## src/sv/jsu_pkg.sv

```systemverilog
`timescale 1ns / 1ps
`default_nettype none
// ----------------------------------------------------------------------------
// jsu_pkg: shared types and constants for the JSON string unescaper
// Holds the error codes, the command word passed from the parser to the
// output sequencer, and the hex digit decoder.
// ----------------------------------------------------------------------------
package jsu_pkg;

	localparam logic [3:0] ERR_NONE          = 4'd0;
	localparam logic [3:0] ERR_EXPECT_STRING = 4'd1;
	localparam logic [3:0] ERR_CONTROL_CHAR  = 4'd2;
	localparam logic [3:0] ERR_UNFIN_ESCAPE  = 4'd3;
	localparam logic [3:0] ERR_BAD_ESCAPE    = 4'd4;
	localparam logic [3:0] ERR_UNFIN_UNICODE = 4'd5;
	localparam logic [3:0] ERR_BAD_HEX       = 4'd6;
	localparam logic [3:0] ERR_SURROGATE     = 4'd7;
	localparam logic [3:0] ERR_UNTERMINATED  = 4'd8;

	// One parsed result group: up to three output bytes, or a status word.
	typedef struct packed {
		logic [1:0] cnt;      // number of words to emit, 1..3
		logic       has_data; // words carry decoded bytes
		logic       done;     // closing quote seen
		logic [3:0] err;      // error code, ERR_NONE when fine
		logic [7:0] b0;
		logic [7:0] b1;
		logic [7:0] b2;
	} jsu_cmd_t;

	// Returns {invalid, value}.
	function automatic logic [4:0] hex_decode(input logic [7:0] c);
		logic [4:0] r;
		if (c >= 8'h30 && c <= 8'h39) begin
			r = {1'b0, 4'(c - 8'h30)};
		end else if (c >= 8'h61 && c <= 8'h66) begin
			r = {1'b0, 4'(c - 8'h57)};
		end else if (c >= 8'h41 && c <= 8'h46) begin
			r = {1'b0, 4'(c - 8'h37)};
		end else begin
			r = 5'b10000;
		end
		return r;
	endfunction

endpackage
`default_nettype wire

```

## src/sv/jsu_front.sv

```systemverilog
`timescale 1ns / 1ps
`default_nettype none
// ----------------------------------------------------------------------------
// jsu_front: input parser
// Tracks string and escape state one accepted byte per cycle and turns each
// byte that causes output into one command word for the output sequencer.
// ----------------------------------------------------------------------------
module jsu_front (
	input  wire logic             clk,
	input  wire logic             arst_n,
	input  wire logic             accept,
	input  wire logic [7:0]       in_byte,
	input  wire logic             end_of_input,
	output logic                  push,
	output jsu_pkg::jsu_cmd_t     cmd
);
	import jsu_pkg::*;

	localparam logic [1:0] MODE_IDLE = 2'd0;
	localparam logic [1:0] MODE_STR  = 2'd1;
	localparam logic [1:0] MODE_ESC  = 2'd2;
	localparam logic [1:0] MODE_UNI  = 2'd3;

	logic [1:0]  mode_q, mode_d;
	logic [1:0]  hex_q, hex_d;
	logic [11:0] acc_q, acc_d;
	logic [4:0]  hx;
	logic [15:0] cp;
	logic        is_space;

	assign hx       = hex_decode(in_byte);
	assign cp       = {acc_q, hx[3:0]};
	assign is_space = (in_byte == 8'h20) || (in_byte >= 8'h09 && in_byte <= 8'h0d);

	always_comb begin
		mode_d = mode_q;
		hex_d  = hex_q;
		acc_d  = acc_q;
		push   = 1'b0;
		cmd    = '0;
		cmd.cnt = 2'd1;
		if (accept) begin
			unique case (mode_q)
				MODE_IDLE: begin
					if (end_of_input || !(is_space || in_byte == 8'h22)) begin
						push    = 1'b1;
						cmd.err = ERR_EXPECT_STRING;
					end else if (in_byte == 8'h22) begin
						mode_d = MODE_STR;
					end
				end
				MODE_STR: begin
					if (end_of_input) begin
						push    = 1'b1;
						cmd.err = ERR_UNTERMINATED;
						mode_d  = MODE_IDLE;
					end else if (in_byte == 8'h22) begin
						push     = 1'b1;
						cmd.done = 1'b1;
						mode_d   = MODE_IDLE;
					end else if (in_byte < 8'h20) begin
						push    = 1'b1;
						cmd.err = ERR_CONTROL_CHAR;
						mode_d  = MODE_IDLE;
					end else if (in_byte == 8'h5c) begin
						mode_d = MODE_ESC;
					end else begin
						push         = 1'b1;
						cmd.has_data = 1'b1;
						cmd.b0       = in_byte;
					end
				end
				MODE_ESC: begin
					mode_d = MODE_STR;
					if (end_of_input) begin
						push    = 1'b1;
						cmd.err = ERR_UNFIN_ESCAPE;
						mode_d  = MODE_IDLE;
					end else begin
						push         = 1'b1;
						cmd.has_data = 1'b1;
						unique case (in_byte)
							8'h22:   cmd.b0 = 8'h22;
							8'h5c:   cmd.b0 = 8'h5c;
							8'h2f:   cmd.b0 = 8'h2f;
							8'h62:   cmd.b0 = 8'h08;
							8'h66:   cmd.b0 = 8'h0c;
							8'h6e:   cmd.b0 = 8'h0a;
							8'h72:   cmd.b0 = 8'h0d;
							8'h74:   cmd.b0 = 8'h09;
							8'h75: begin
								push         = 1'b0;
								cmd.has_data = 1'b0;
								mode_d       = MODE_UNI;
								hex_d        = 2'd0;
								acc_d        = 12'd0;
							end
							default: begin
								cmd.has_data = 1'b0;
								cmd.err      = ERR_BAD_ESCAPE;
								mode_d       = MODE_IDLE;
							end
						endcase
					end
				end
				default: begin
					if (end_of_input || hx[4]) begin
						push    = 1'b1;
						cmd.err = end_of_input ? ERR_UNFIN_UNICODE : ERR_BAD_HEX;
						mode_d  = MODE_IDLE;
					end else if (hex_q != 2'd3) begin
						acc_d = {acc_q[7:0], hx[3:0]};
						hex_d = hex_q + 2'd1;
					end else if (cp[15:11] == 5'b11011) begin
						push    = 1'b1;
						cmd.err = ERR_SURROGATE;
						mode_d  = MODE_IDLE;
					end else begin
						push         = 1'b1;
						cmd.has_data = 1'b1;
						mode_d       = MODE_STR;
						if (cp <= 16'h007f) begin
							cmd.b0 = cp[7:0];
						end else if (cp <= 16'h07ff) begin
							cmd.cnt = 2'd2;
							cmd.b0  = 8'hc0 | {3'b000, cp[10:6]};
							cmd.b1  = 8'h80 | {2'b00, cp[5:0]};
						end else begin
							cmd.cnt = 2'd3;
							cmd.b0  = 8'he0 | {4'b0000, cp[15:12]};
							cmd.b1  = 8'h80 | {2'b00, cp[11:6]};
							cmd.b2  = 8'h80 | {2'b00, cp[5:0]};
						end
					end
				end
			endcase
			// Leaving a unicode escape or a string clears the digit state.
			if (mode_d != MODE_UNI) begin
				hex_d = 2'd0;
				acc_d = 12'd0;
			end
		end
	end

	always_ff @(posedge clk or negedge arst_n) begin
		if (!arst_n) begin
			mode_q <= MODE_IDLE;
			hex_q  <= 2'd0;
			acc_q  <= 12'd0;
		end else begin
			mode_q <= mode_d;
			hex_q  <= hex_d;
			acc_q  <= acc_d;
		end
	end

endmodule
`default_nettype wire

```

## src/sv/jsu_fifo.sv

```systemverilog
`timescale 1ns / 1ps
`default_nettype none
// ----------------------------------------------------------------------------
// jsu_fifo: command queue
// Small first-in first-out buffer of parsed commands between parser and
// output sequencer.
// ----------------------------------------------------------------------------
module jsu_fifo #(
	parameter int DEPTH = 4
) (
	input  wire logic              clk,
	input  wire logic              arst_n,
	input  wire logic              push,
	input  wire jsu_pkg::jsu_cmd_t push_data,
	input  wire logic              pop,
	output jsu_pkg::jsu_cmd_t      pop_data,
	output logic                   full,
	output logic                   empty
);
	import jsu_pkg::*;

	localparam int AW = (DEPTH > 1) ? $clog2(DEPTH) : 1;
	localparam int CW = $clog2(DEPTH + 1);

	jsu_cmd_t        mem_q [DEPTH];
	logic [AW-1:0]   wr_ptr_q, rd_ptr_q;
	logic [CW-1:0]   count_q;
	logic            do_push, do_pop;

	assign full     = (count_q == CW'(DEPTH));
	assign empty    = (count_q == '0);
	assign do_push  = push && !full;
	assign do_pop   = pop && !empty;
	assign pop_data = mem_q[rd_ptr_q];

	always_ff @(posedge clk) begin
		if (do_push) begin
			mem_q[wr_ptr_q] <= push_data;
		end
	end

	always_ff @(posedge clk or negedge arst_n) begin
		if (!arst_n) begin
			wr_ptr_q <= '0;
			rd_ptr_q <= '0;
			count_q  <= '0;
		end else begin
			if (do_push) begin
				wr_ptr_q <= (wr_ptr_q == AW'(DEPTH - 1)) ? '0 : wr_ptr_q + AW'(1);
			end
			if (do_pop) begin
				rd_ptr_q <= (rd_ptr_q == AW'(DEPTH - 1)) ? '0 : rd_ptr_q + AW'(1);
			end
			if (do_push && !do_pop) begin
				count_q <= count_q + CW'(1);
			end else if (do_pop && !do_push) begin
				count_q <= count_q - CW'(1);
			end
		end
	end

endmodule
`default_nettype wire

```

## src/sv/jsu_back.sv

```systemverilog
`timescale 1ns / 1ps
`default_nettype none
// ----------------------------------------------------------------------------
// jsu_back: output sequencer
// Expands each queued command into one to three output words and holds them
// in the output register until the sink takes them.
// ----------------------------------------------------------------------------
module jsu_back (
	input  wire logic              clk,
	input  wire logic              arst_n,
	input  wire jsu_pkg::jsu_cmd_t cmd,
	input  wire logic              cmd_empty,
	output logic                   cmd_pop,
	output logic                   m_tvalid,
	input  wire logic              m_tready,
	output logic [7:0]             m_tdata,
	output logic [5:0]             m_tuser,
	output logic                   m_tlast
);
	import jsu_pkg::*;

	logic       valid_q;
	logic [1:0] beat_q;
	logic [7:0] data_q;
	logic [5:0] user_q;
	logic       last_q;
	logic       load;
	logic       final_beat;
	logic [7:0] beat_byte;

	assign load       = !valid_q || m_tready;
	assign final_beat = (beat_q == cmd.cnt - 2'd1);
	assign cmd_pop    = load && !cmd_empty && final_beat;

	always_comb begin
		case (beat_q)
			2'd0:    beat_byte = cmd.b0;
			2'd1:    beat_byte = cmd.b1;
			default: beat_byte = cmd.b2;
		endcase
	end

	always_ff @(posedge clk or negedge arst_n) begin
		if (!arst_n) begin
			valid_q <= 1'b0;
			beat_q  <= 2'd0;
		end else if (load) begin
			valid_q <= !cmd_empty;
			if (!cmd_empty) begin
				beat_q <= final_beat ? 2'd0 : beat_q + 2'd1;
			end
		end
	end

	always_ff @(posedge clk) begin
		if (load && !cmd_empty) begin
			data_q <= cmd.has_data ? beat_byte : 8'h00;
			user_q <= {cmd.err, cmd.done, cmd.has_data};
			last_q <= final_beat;
		end
	end

	assign m_tvalid = valid_q;
	assign m_tdata  = data_q;
	assign m_tuser  = user_q;
	assign m_tlast  = last_q;

endmodule
`default_nettype wire

```

## src/sv/json_string_unescaper.sv

```systemverilog
`timescale 1ns / 1ps
`default_nettype none
// ----------------------------------------------------------------------------
// json_string_unescaper: streaming JSON string decoder
// Decodes one quoted JSON string at a time from a byte stream.
// ----------------------------------------------------------------------------
// Feed the JSON text one byte per word on the slave side; set s_tlast on a
// word to say the text has ended (its data byte is then ignored). Leading
// whitespace is skipped, a double quote opens the string, and decoded bytes
// leave on the master side, flagged in m_tuser with string done or an error
// code. A \u escape yields one to three UTF-8 words; every other input byte
// that produces output yields exactly one word, and m_tlast marks the last
// word caused by an input byte. After an error or a closing quote the block
// is back outside any string. The parser takes one byte per cycle while the
// FIFO_DEPTH-entry command queue has a free slot; the output sequencer sends
// one word per cycle while the sink is ready, so a multibyte \u result holds
// the output side for its two or three words while the parser keeps running
// ahead into that queue. Words pass through it and then the output register.
// ----------------------------------------------------------------------------
module json_string_unescaper #(
	parameter int FIFO_DEPTH = 4
) (
	input  wire logic       clk,
	input  wire logic       arst_n,
	input  wire logic       s_tvalid,
	output logic            s_tready,
	input  wire logic [7:0] s_tdata,  // [7:0] in_byte
	input  wire logic       s_tlast,  // end_of_input
	output logic            m_tvalid,
	input  wire logic       m_tready,
	output logic [7:0]      m_tdata,  // [7:0] out_byte
	output logic [5:0]      m_tuser,  // [0] out_valid, [1] string_done, [5:2] error_code
	output logic            m_tlast   // last word for this input byte
);
	import jsu_pkg::*;

	logic     accept;
	logic     push;
	jsu_cmd_t push_cmd;
	jsu_cmd_t head_cmd;
	logic     q_full, q_empty, q_pop;

	// Take a byte whenever the queue has a free slot.
	assign s_tready = !q_full;
	assign accept   = s_tvalid && s_tready;

	jsu_front u_front (
		.clk          (clk),
		.arst_n       (arst_n),
		.accept       (accept),
		.in_byte      (s_tdata),
		.end_of_input (s_tlast),
		.push         (push),
		.cmd          (push_cmd)
	);

	jsu_fifo #(
		.DEPTH (FIFO_DEPTH)
	) u_fifo (
		.clk       (clk),
		.arst_n    (arst_n),
		.push      (push),
		.push_data (push_cmd),
		.pop       (q_pop),
		.pop_data  (head_cmd),
		.full      (q_full),
		.empty     (q_empty)
	);

	jsu_back u_back (
		.clk       (clk),
		.arst_n    (arst_n),
		.cmd       (head_cmd),
		.cmd_empty (q_empty),
		.cmd_pop   (q_pop),
		.m_tvalid  (m_tvalid),
		.m_tready  (m_tready),
		.m_tdata   (m_tdata),
		.m_tuser   (m_tuser),
		.m_tlast   (m_tlast)
	);

endmodule
`default_nettype wire
```

## config.mk

```make
export PLATFORM = sky130hd
export DESIGN_NAME = json_string_unescaper
export DESIGN_NICKNAME = d
export VERILOG_FILES = /design/src/sv/jsu_pkg.sv /design/src/sv/jsu_front.sv /design/src/sv/jsu_fifo.sv /design/src/sv/jsu_back.sv /design/src/sv/json_string_unescaper.sv
export SDC_FILE = /design/constraint.sdc
export NUM_CORES = 1
export LEC_CHECK = 0
export BUFFER_PORTS_ARGS = -buffer_cell sky130_fd_sc_hd__buf_4
export CAP_MARGIN = 0
export CORE_AREA = 5 5 138 140
export CTS_BUF_LIST = sky130_fd_sc_hd__clkbuf_16
export CTS_CLUSTER_DIAMETER = 60
export CTS_CLUSTER_SIZE = 28
export DETAILED_ROUTE_END_ITERATION = 16
export DIE_AREA = 0 0 143 145
export GPL_ROUTABILITY_DRIVEN = 0
export SLEW_MARGIN = 20
export SYNTH_ARGS = -nofsm -noshare
export SYNTH_HDL_FRONTEND = slang
export SYNTH_HIERARCHICAL = 1
export SYNTH_SLANG_ARGS = --single-unit
```

## constraint.sdc

```tcl
create_clock -name clk -period 2.9 [get_ports clk]
set_input_delay 0.29 -clock clk [delete_from_list [all_inputs] [get_ports clk]]
set_output_delay 0.29 -clock clk [all_outputs]
set_load 0.03 [all_outputs]
```

; After elaboration in Yosys (flattened, before gate mapping)
; Memories as Yosys holds them, arrays and structs flattened.
; Index checks and enable logic that the tools add are counted.
[totals]
ff_bits = 41
mem_bits_rw = 128
inputBits = 13
out_inout_bits = 17
word_cells = 177
n_memories = 1
[memory_table]
columns = memory, words, word_bits, read_ports, rd_clocked_by_memory_dff, write_ports, line_no
row1 = u_fifo.mem_q, 4, 32, 1, 0, 1, jsu_fifo.sv:25  ; jsu_cmd_t mem_q [DEPTH];
[classes]
add_sub_neg = 10
magnitude_cmp = 11
eq_ne = 24
n_mux = 86
n_bitwise = 1
n_reduce_logical = 33
[ops]
columns = operator, count
row1 = two-way mux 12 bit, 6
row2 = "equality test 8 x 7 -> 1 bit, second input constant", 7
row3 = case mux 7 bit (8 select lines), 1
row4 = two-way mux 24 bit, 2
row5 = two-way mux 8 bit, 6
row6 = two-way mux 2 bit, 23
row7 = two-way mux 16 bit, 2
row8 = two-way mux 32 bit, 1
row9 = two-way mux 28 bit, 1
row10 = "equality test 8 x 6 -> 1 bit, second input constant", 3
row11 = case mux 12 bit (2 select lines), 1
row12 = case mux 8 bit (3 select lines), 1
row13 = two-way mux 1 bit, 21
row14 = two-way mux 3 bit, 7
row15 = "greater-or-equal comparator 8 x 7 -> 1 bit, second input constant", 2
row16 = "less-or-equal comparator 16 x 11 -> 1 bit, second input constant", 1
row17 = "less-or-equal comparator 16 x 7 -> 1 bit, second input constant", 1
row18 = "less-or-equal comparator 8 x 7 -> 1 bit, second input constant", 2
row19 = case mux 8 bit (2 select lines), 1
row20 = two-way mux 5 bit, 3
row21 = two-way mux 14 bit, 1
row22 = two-way mux 4 bit, 3
row23 = case mux 4 bit (3 select lines), 1
row24 = logical AND 1 bit, 11
row25 = other kinds (36), 57

; Longest topological paths before layout
[logic_depth]
ltp_word = 14
ltp_mapped = 15
ltp_nobuf = 15

; Cells and area by module
; The synthesis kept the hierarchy.
[by_module_without_submodules]
columns = module, instances, cells_each, area_each_um2, seq_area_each_um2
row1 = jsu_fifo, 1, 205, 5084.9, 4018.9
row2 = jsu_front, 1, 233, 1924.3, 400.4
row3 = jsu_back, 1, 63, 818.3, 525.5
row4 = json_string_unescaper, 1, 2, 10.0, 0.0

; Worst setup path after synthesis
; No wires, ideal clock.
[synth_path]
path_type = input-to-reg
from = input port s_tdata[0]
to = memory u_fifo/mem_q[3][0] (netlist name) (enable)
setup_time_ns = 0.421
t_arrival_ns = 2.841
required_time_ns = 2.479
slack_ns = -0.363
path_stages = 9
path_buffers = 0
path_cell_list = inv_1 -> ha_1 -> nor3b_1 -> nor4_4 -> o21ai_2 -> o21ai_0 -> a21oi_1 -> nand2_1 -> nor2_1
[synth_between]
elab_chain_cells = 12
[synth_lines]
columns = item, line_no
row1 = from (decl), json_string_unescaper.sv:27  ; input wire logic [7:0] s_tdata,
row2 = greater-or-equal comparator 8 x 7 -> 1 bit (tied with other cells), jsu_pkg.sv:38  ; end else if (c >= 8'h41 && c <= 8'h46) begin
row3 = "logical AND 1 bit, on equally long branches", "jsu_pkg.sv:38, jsu_front.sv:33"
row4 = two-way mux 5 bit or logical OR 1 bit (tied branches), "jsu_pkg.sv:38, jsu_front.sv:33"
row5 = two-way mux 5 bit or logical OR 1 bit (tied branches), "jsu_pkg.sv:36, jsu_front.sv:45"
row6 = two-way mux 5 bit or logical NOT 1 bit (tied branches), "jsu_pkg.sv:34, jsu_front.sv:45"
row7 = "logical OR 1 bit, on equally long branches", "jsu_front.sv:107, jsu_front.sv:45"
row8 = "two-way mux 1 bit, on equally long branches", "jsu_front.sv:107, jsu_front.sv:45"
row9 = case mux 1 bit (3 select lines) (*), jsu_front.sv:43  ; unique case (mode_q)
row10 = two-way mux 1 bit (*), jsu_front.sv:42  ; if (accept) begin
row11 = via push, json_string_unescaper.sv:38  ; logic push;
row12 = logical AND 1 bit (*), jsu_fifo.sv:32  ; assign do_push = push && !full;
row13 = two-way mux 1 bit (*), jsu_fifo.sv:37  ; if (do_push) begin
row14 = two-way mux 1 bit (not written as such) (*), jsu_fifo.sv:38  ; mem_q[wr_ptr_q] <= push_data;
row15 = to (decl), jsu_fifo.sv:25
; Mark *: on every way through the listed nets, which the timed path passes. The rest lies on a longest branch.

==> flow_metrics.env <==
export IMPL_cpMaxStageDelayCell="sky130_fd_sc_hd__mux4_2"
export IMPL_power_share_combinational_pct=31.0
export IMPL_cp_slowest_stage_delay_ns=0.54
export IMPL_hold_path_class="input pin to flop"
export IMPL_max_slew_margin_rel_pct=56.79
export IMPL_cp_cell_sequence="mux4_2 > xnor2_2 > mux2i_2 > and2_4 > o31ai_2 > ha_1 > inv_1 > fa_1 > mux2_1"
export IMPL_worst_hold_slack_ns=0.1801
export IMPL_num_fill_cells=1474
export IMPL_core_region_area_um2=17720
export IMPL_sequential_standard_cell_area_um2=4946
export IMPL_most_frequent_cells_in_the_layout="143 x sky130_fd_sc_hd__edfxtp_1, 70 x sky130_fd_sc_hd__buf_4, 32 x sky130_fd_sc_hd__mux4_2, 28 x sky130_fd_sc_hd__nor2_1, 26 x sky130_fd_sc_hd__nand2_1"
export IMPL_setup_viol_count_final=0
export IMPL_postPlaceCellArea_um2=8569
export IMPL_first_global_vias=4829
export IMPL_antenna_found_initial=0
export IMPL_buffer_ports_inserted=29
export IMPL_seqPwrFrac_pct=42.2
export IMPL_multiInputGateArea_um2=2670
export IMPL_clock_tree_root_cell="sky130_fd_sc_hd__clkbuf_16"
export IMPL_postSynth_topFlopCell="sky130_fd_sc_hd__edfxtp_1"
export IMPL_outcome="completed"
export IMPL_groute_usage_overall_pct=16.18
export IMPL_setup_worst_path_class="flop to flop"
export IMPL_dr_first_iter_drc_count=355
export IMPL_critical_path_startpoint="u_fifo/rd_ptr_q[0]$_DFFE_PN0P_"
export IMPL_min_period_over_period_pct=95.48
export IMPL_async_reset_ff_share_pct=15.38
export IMPL_synth_area_per_cell_um2=15.58
export IMPL_rsz0062_at_grt="no"
export IMPL_intPower_mw=5.826
export IMPL_drt_antenna_violating_nets=0
export IMPL_p_sw_share_pct=30.14
export IMPL_dieArea_um2=20740
export IMPL_instances_no_fill=816
export IMPL_worstSkewPairLatency_ns=0.42
export IMPL_drt_pass_1_iters=5
export IMPL_hold_viol=0
export IMPL_critical_path_reg2reg_startpoint="u_fifo/rd_ptr_q[0]$_DFFE_PN0P_"
export IMPL_power_density_cell_area_nw_per_um2=908.8
export IMPL_layout_drive_gt1_share_pct=27.26
export IMPL_postCtsSetupRepairBufs=0
export IMPL_total_of_flip_flops_plus_latches_after_synthesis=169
export IMPL_stdcell_area_um2=9175
export IMPL_endpoint_kind="flop"
export IMPL_wl_per_cell_um=19.41
export IMPL_critPathMaxFanout=4
export IMPL_grt_most_used_layer="met2"
export IMPL_cts_path_max_buffers=2
export IMPL_tritoncts="built"
export IMPL_power_ir_vdd_worst_mv=0.4495
export IMPL_dr_total_vias=4577
export IMPL_start_kind="flop"
export IMPL_hold_path_startpoint="m_tready"
export IMPL_grt_met2_usage_pct=25.73
export IMPL_power_net_switching_mw=2.513
export IMPL_required_arrival_time_at_the_worst_endpoint_ns=3.20
export IMPL_synthesis_instances=503
export IMPL_worst_slack_ns=0.1310
export IMPL_drt_drc_violations_left=0
export IMPL_dpl_hpwl_um=10500
export IMPL_max_slew_worst_pin_slew_ns=0.6463
export IMPL_syn_to_final_growth_pct=17.07
export IMPL_post_route_util_pct=51.78
export IMPL_dp_slack_ns=-0.09473
export IMPL_clock_sinks=169
export IMPL_core_rowCount=49
export IMPL_timing_setup_tns_ns=0
export IMPL_floorplan_initialDensity_pct=44.23
export IMPL_most_common_cell_after_layout_fill_and_taps_aside="sky130_fd_sc_hd__edfxtp_1"
export IMPL_syn_area_um2=7838
export IMPL_synth_yosys_seq_area_share_pct=63.09
export IMPL_grt_overflow_total=0
export IMPL_dieWidth_um=143
export IMPL_ys_types=73
export IMPL_placedCellCount=783
export IMPL_fmax_ghz=0.3611
export IMPL_ctsHtreeMaxLevel=4
export IMPL_power_mw=8.338
export IMPL_critical_path_arrival_ns=3.07
export IMPL_yosysWarnings=6
export IMPL_pwr_share_clk_pct=26.9
export IMPL_met1_usage_pct=22.48
export IMPL_num_antenna_cells=0
export IMPL_ioPinCount=30
export IMPL_clkTransAtPathRegs_ns=0.06
export IMPL_final_nets=606
export IMPL_grt_pass1_wl_um=26090
export IMPL_met3_use_gr_pct=3.323
export IMPL_grt_start_max_net_pins=33
export IMPL_post_drt_via_cell_ratio=5.609
export IMPL_die_y_um=145
export IMPL_drv_max_cap_violation_count=0
export IMPL_edff_count_synth=143
export IMPL_route_final_wire_length_um=15840
export IMPL_cts_buffers_inserted=17
export IMPL_skew_ns=0.008562
export IMPL_power_static_leakage_nw=3.293
export IMPL_report_final_slew_viol_count=0
export IMPL_clock_period_minus_final_worst_setup_slack_ns=2.769
==> cells by family (layout without fill, tap and decap cells) <==
| logic type | count (synthesis) | after routing | synth area share, % |
|---|---|---|---|
| muxes | 41 | 41 | 10.58 |
| xor gates and xnor gates | 5 | 5 | 0.5589 |
| adders and majority gates | 19 | 19 | 3.129 |
| and+or+nand+nor | 122 | 122 | 9.419 |
| other | 1 | 2 | 0.04785 |
| AOI/OAI and AO/OA | 104 | 104 | 10.07 |
| buffers and inverters | 42 | 125 | 3.097 |
| DFF | 169 | 169 | 63.09 |
==> cells in the mapped netlist, types with 3 or more instances <==
library cell	n	share of area, %
sky130_fd_sc_hd__nand2b_1	5	0.40
sky130_fd_sc_hd__nor2_1	29	1.4
sky130_fd_sc_hd__buf_2	5	0.32
sky130_fd_sc_hd__buf_4	5	0.48
sky130_fd_sc_hd__o211ai_1	4	0.38
sky130_fd_sc_hd__a221oi_1	3	0.34
sky130_fd_sc_hd__dfrtp_1	26	8.3
sky130_fd_sc_hd__nor3_1	8	0.51
sky130_fd_sc_hd__xnor2_1	3	0.34
sky130_fd_sc_hd__o21ai_0	10	0.64
sky130_fd_sc_hd__buf_6	8	1.1
sky130_fd_sc_hd__and2_1	8	0.64
sky130_fd_sc_hd__a21boi_1	8	0.77
sky130_fd_sc_hd__ha_1	18	2.9
sky130_fd_sc_hd__clkbuf_1	6	0.29
sky130_fd_sc_hd__nand3b_1	3	0.29
sky130_fd_sc_hd__a22oi_1	13	1.2
sky130_fd_sc_hd__nand4_1	3	0.24
sky130_fd_sc_hd__a21oi_1	12	0.77
sky130_fd_sc_hd__o22ai_1	6	0.48
sky130_fd_sc_hd__a31oi_1	4	0.32
sky130_fd_sc_hd__nand2_1	26	1.2
sky130_fd_sc_hd__nor2b_1	11	0.88
sky130_fd_sc_hd__a22o_1	19	2.1
sky130_fd_sc_hd__edfxtp_1	143	55
sky130_fd_sc_hd__inv_1	18	0.86
sky130_fd_sc_hd__mux4_2	32	9.2
sky130_fd_sc_hd__nor4_1	3	0.24
sky130_fd_sc_hd__and3_1	4	0.32
sky130_fd_sc_hd__o221ai_1	3	0.34
==> state kept, by name, summed over array words and instances (netlist names) <==
name / count
u_back/beat_q: 2
u_fifo/rd_ptr_q: 2
u_back/m_tuser: 6
u_back/m_tdata: 8
u_front/hex_q: 2
u_back/m_tlast: 1
u_back/m_tvalid: 1
u_front/mode_q: 2
u_front/acc_q: 12
u_fifo/count_q: 3
u_fifo/wr_ptr_q: 2
u_fifo/mem_q: 128
==> worst paths after layout <==
kind / end / slack [ns] / cells past startpoint
setup / recovery: u_fifo/count_q[1]$_DFFE_PN0P_ / 0.13 / 9
setup reg to reg: u_fifo/count_q[1]$_DFFE_PN0P_ / 0.13 / 9
hold / removal: u_back/m_tvalid$_DFFE_PN0N_ / 0.18 / 3
max in group asynchronous: u_fifo/rd_ptr_q[0]$_DFFE_PN0P_ / 2.28 / 2
min in group asynchronous: u_back/beat_q[0]$_DFFE_PN0P_ / 0.33 / 2
hold reg to reg: u_front/hex_q[1]$_DFFE_PN0P_ / 0.52 / 1
==> final cells by class <==
class | count | share of cell area (%)
repair buffers | 75 | 6.709
multi-input cells | 293 | 29.10
clock inverters | 15 | 1.786
inverters | 18 | 0.7364
well taps | 229 | 3.123
flip-flops and latches | 169 | 53.91
clock buffers | 17 | 4.637
==> power groups by stage <==
stage                     Combinational (mW)  Clock [mW]  Sequential (mW)
after global placement                  2.59           0             3.54
after global routing                    2.80        2.40             3.57
after floorplan                         1.64           0             3.75
after CTS                               2.64        2.29             3.53
after detailed placement                2.63           0             3.57
final                                   2.58        2.24             3.52
==> layer usage <==
layer	part of all wire (%)	vias up
li1	-	2138
met4	1.4	0
met5	0	-
met1	46	2313
met3	3.8	17
met2	49	109
==> critical path, delay by kind of cell (launching register included) <==
kind | cells | cell delay, ns
mux | 3 | 1.10
buf+inv | 1 | 0.07
fa+ha+maj | 2 | 0.62
compound gates | 1 | 0.08
flops | 1 | 0.41
simple gates | 1 | 0.20
xor+xnor | 1 | 0.17
==> repair_timing <==
action                                  4_1_cts  5_1_grt
endpoints found under the setup margin        0        2
resized for setup                             0        2
hold buffers                                  1        0
endpoints found under the hold margin        26        0
(Power assumes the default switching activity.)
